**config.mk**
```make
export PLATFORM = sky130hd
export DESIGN_NAME = pth_regs
export DESIGN_NICKNAME = d
export VERILOG_FILES = /design/src/rtl/core/pth_pkg.sv /design/src/rtl/core/pth_regs.sv
export SDC_FILE = /design/constraint.sdc
export NUM_CORES = 1
export LEC_CHECK = 0
export BUFFER_PORTS_ARGS = -buffer_cell sky130_fd_sc_hd__buf_2
export CORE_AREA = 2 2 203 205
export DETAILED_ROUTE_END_ITERATION = 6
export DIE_AREA = 0 0 205 207
export PLACE_DENSITY = 0.65
export REMOVE_ABC_BUFFERS = 1
export SLEW_MARGIN = 0
export SYNTH_ARGS = -nofsm -noshare
export SYNTH_HDL_FRONTEND = slang
export SYNTH_SLANG_ARGS = --single-unit
```
**constraint.sdc**
```tcl
create_clock -name clk -period 2.12 [get_ports clk]
set_input_delay 0.106 -clock clk [delete_from_list [all_inputs] [get_ports clk]]
set_output_delay 0.106 -clock clk [all_outputs]
set_load 0.05 [all_outputs]
```
**src/rtl/core/pth_pkg.sv**
```systemverilog
// ----------------------------------------------------------------------------
// Point transform package
// Shared widths, register layout, reset values and the saturation helper.
// ----------------------------------------------------------------------------
package pth_pkg;

	localparam int NUM_REGS  = 8;
	localparam int REG_W     = 48;
	localparam int ELEM_W    = 24;
	localparam int COORD_W   = 32;
	localparam int PROD_W    = COORD_W + ELEM_W;
	localparam int ACC_W     = PROD_W + 2;
	localparam int MAG_W     = ACC_W;
	localparam int FRAC_OUT  = 16;
	localparam int NARROW_SH = 12;
	localparam int DIV_STEPS = 32;
	localparam int PADDR_W   = 6;
	localparam int PDATA_W   = 64;
	localparam int PIPE_D    = DIV_STEPS + 4;

	typedef logic [NUM_REGS-1:0][REG_W-1:0] reg_bank_t;

	typedef struct packed {
		logic               neg;
		logic               wz;
		logic               ovf;
		logic [COORD_W-1:0] q;
		logic [COORD_W-1:0] zres;
	} div_res_t;

	parameter logic [REG_W-1:0] REG_RESET [NUM_REGS] = '{
		48'd4096, 48'd0, 48'd4096 << 24, 48'd0,
		48'd0, 48'd4096, 48'd0, 48'd4096 << 24
	};

	localparam logic [COORD_W-1:0] SAT_MIN = 32'h8000_0000;
	localparam logic [COORD_W-1:0] SAT_MAX = 32'h7fff_ffff;

	function automatic logic [COORD_W-1:0] sat_mag(input logic neg,
		input logic [MAG_W-1:0] mag);
		logic [COORD_W-1:0] low;
		low = mag[COORD_W-1:0];
		if (neg) begin
			if (mag >= {{(MAG_W-COORD_W){1'b0}}, SAT_MIN})
				return SAT_MIN;
			return (~low) + 32'd1;
		end
		if (mag > {{(MAG_W-COORD_W){1'b0}}, SAT_MAX})
			return SAT_MAX;
		return low;
	endfunction

endpackage

```
**src/rtl/core/pth_regs.sv**
```systemverilog
// ----------------------------------------------------------------------------
// Point transform matrix registers
// APB register file holding the eight packed matrix registers.
// ----------------------------------------------------------------------------
module pth_regs (
	input  logic                          clk,
	input  logic                          arst_n,
	input  logic                          psel,
	input  logic                          penable,
	input  logic                          pwrite,
	input  logic [pth_pkg::PADDR_W-1:0]   paddr,
	input  logic [pth_pkg::PDATA_W-1:0]   pwdata,
	output logic [pth_pkg::PDATA_W-1:0]   prdata,
	output logic                          pready,
	output pth_pkg::reg_bank_t            bank
);

	pth_pkg::reg_bank_t bank_q;
	logic [2:0]         idx;

	assign idx    = paddr[5:3];
	assign pready = 1'b1;
	assign prdata = {{(pth_pkg::PDATA_W-pth_pkg::REG_W){1'b0}}, bank_q[idx]};
	assign bank   = bank_q;

	always_ff @(posedge clk or negedge arst_n) begin
		if (!arst_n) begin
			for (int i = 0; i < pth_pkg::NUM_REGS; i++)
				bank_q[i] <= pth_pkg::REG_RESET[i];
		end else if (psel && penable && pwrite) begin
			bank_q[idx] <= pwdata[pth_pkg::REG_W-1:0];
		end
	end

endmodule

```
==> metrics <==
outcome=finished clean; Post-synth top flop=dfrtp_1; Layout Skew=0 ns; CP max stage delay=0.48 ns; PortBufs=487; fin cells=2140; clk_lat worst skew=0.56 ns; top post-synthesis cells by area=dfrtp_1 (55%), mux2_2 (27%), mux4_2 (12%), mux2_4 (1.7%), buf_2 (1.2%); Seq cells post-synth=384; Die ar.=0.0424 mm²; Worst EP required=2.01 ns; first-pass GRT wire length=78100 µm; Unique masters post-synth=26; Via density=5.40; total number of vias=11558; final hold slack=0.0711 ns; final hold vios=0; Post-Syn Area=0.0173 mm²; area leader, netlist=dfrtp_1; CTS Sinks=384; slew of the pin with the lowest slew margin=0.553 ns; Initial Utilization=42.9%; root buf cell=clkbuf_16; drt first-iter violations=475; max reg flops=384; first-pass iteration count of the detailed router=4; final max-slew violation count=0; Worst Hold Class=input port to asynchronous set/reset pin; Finish-stage setup viols=0; Power per Cell Area=1270 mW/mm²; Ports=524; post-synthesis async set-or-reset flop share=100%; worst setup margin=0.0589 ns; critical path type=register to output port; crit-path max FO=3; DRC=0; global routing's busiest layer=met2; Crit. End Element=output port; Syn Inst Count=1022; crit-path cells=mux4_2 -> mux2_2 -> buf_2; core area=0.0404 mm²; CTS tree=done; M3 GR Usage=5.88%; CP Data Arrival Time=1.96 ns; slew margin rel.=63.1%; sequential area share after synthesis=55.5%; placed cells=2014; Die X-Extent=205 µm; vias in the first global route=12078; placed inst area=0.0207 mm²; most common cell in the netlist=mux2_2; Finished Cell Area=0.0226 mm²; yosys warns=0; DP Worst Slack=0.242 ns; Inserted Clock Buffers=43; Final ANT Viol Nets=0; Avg Inst Size Synth=17.0 µm²; commonest cells in the netlist=mux2_2 (413), dfrtp_1 (380), mux4_2 (94); # diodes=0; CTS H-Tree Depth=2; Worst setup SP type=register; fin crit share=97.2%; Pleak=0.0111 µW; Rows=74; global-route met2 utilization=40.2%; initial antenna violation count=0; minimum clock period=2.06 ns; mean routed wirelength per cell=24.4 µm; RSZ-0062 raised after global routing=no; FMAX=485 MHz; grt ovf=0; top-area cell type share of the netlist area=54.9%; peak supply drop=800 µV; layout cells sized above 1=71.1%; Slowest-stage cell, CP=mux4_2; deepest clock path buffer count=3; largest net degree at the start of global routing=79; Max-Cap Viols=0; GRT Util Overall=24.4%; Detail Placement HPWL=35200 µm; routability cong.=0.794; area grow syn2layout=30.7%; Layout Nets=1651; Post-synth EDFFs=0; Clock transition at path regs=0.06 ns; Total Wirelength=52200 µm; Die Y=207 µm; GRT met1 Usage=31.9%
cells in the final DEF (no fill, tap or decap), drive strengths merged:
cell / synthesis / layout
a211oi: 1 / 1
a221oi: 1 / 1
and3: 1 / 1
buf: 72 / 531
bufinv: 0 / 3
clkbuf: 14 / 62
clkinv: 0 / 9
clkinvlp: 0 / 2
conb: 2 / 17
dfrtp: 380 / 380
dfstp: 4 / 4
dlygate4sd3: 0 / 49
inv: 1 / 2
mux2: 433 / 433
mux4: 94 / 94
nand2: 2 / 2
nand2b: 1 / 1
nand3: 2 / 2
nand3b: 1 / 1
nand4: 1 / 1
nand4b: 1 / 1
nor2: 6 / 6
nor3: 2 / 2
nor4: 1 / 1
o211ai: 1 / 1
or4: 1 / 1
repair_timing:
item                       CTS  global route
hold endpoints to repair   700             0
hold buffers                49             0
buffers inserted             0             0
setup endpoints to repair    0             1
resized for setup            0             1
cell families after synthesis:
group / count (synthesis) / share of synthesized area [%]
mux: 527 / 40.8
buf+inv: 87 / 2.90
flops: 384 / 55.5
compound gates: 3 / 0.137
other cells: 2 / 0.0433
simple gates: 19 / 0.628
worst paths after layout:
| kind | from | endpoint | slack [ns] | cells after the start |
|---|---|---|---|---|
| min in group clk | psel | bank[195] | 0.35 | 5 |
| max in group asynchronous | arst_n | bank[38] | 1.20 | 4 |
| worst max-delay path | bank[362] | prdata[26] | 0.06 | 3 |
| worst max register to register | bank[106] | bank[106] | 1.29 | 1 |
| worst min-delay path | arst_n | bank[263] | 0.07 | 2 |
| worst min register to register | bank[309] | bank[309] | 0.52 | 1 |
where the power goes:
part	switching [µW]	internal (µW)	total (µW)	leakage [µW]
combinational	7990	3180	11200	0.00552
clock	3010	4620	7630	0.000727
sequential	1160	8790	9950	0.00490
worst max-delay path, delay by kind of cell (launching register included):
family	cells	cell delay, ns
buffers and inverters	1	0.22
muxes	2	0.75
DFF	1	0.43
cell type report:
class | count | area, µm²
inverters | 1 | 3.75
fillers | 3367 | 17700
clock inverters | 15 | 174
repair buffers | 580 | 3570
flip-flops and latches | 384 | 9620
multi-input cells | 566 | 7310
clock buffers | 62 | 1300
well taps | 532 | 666
per-stage QoR:
stage	power (µW)	util (%)	TNS [ns]
final	28800	56.1	0
after global routing	29800	56.1	0
after CTS	29000	56.1	0
after detailed placement	21200	51.2	0
after global placement	21100	51.2	0
after floorplan	18100	-	-404.03
routing by layer:
metal | share of wire [%] | vias up
li1 | - | 4932
met1 | 41 | 6111
met2 | 49 | 433
met3 | 7.4 | 82
met5 | 0 | -
met4 | 2.8 | 0
Power figures use the tool's default switching activity.
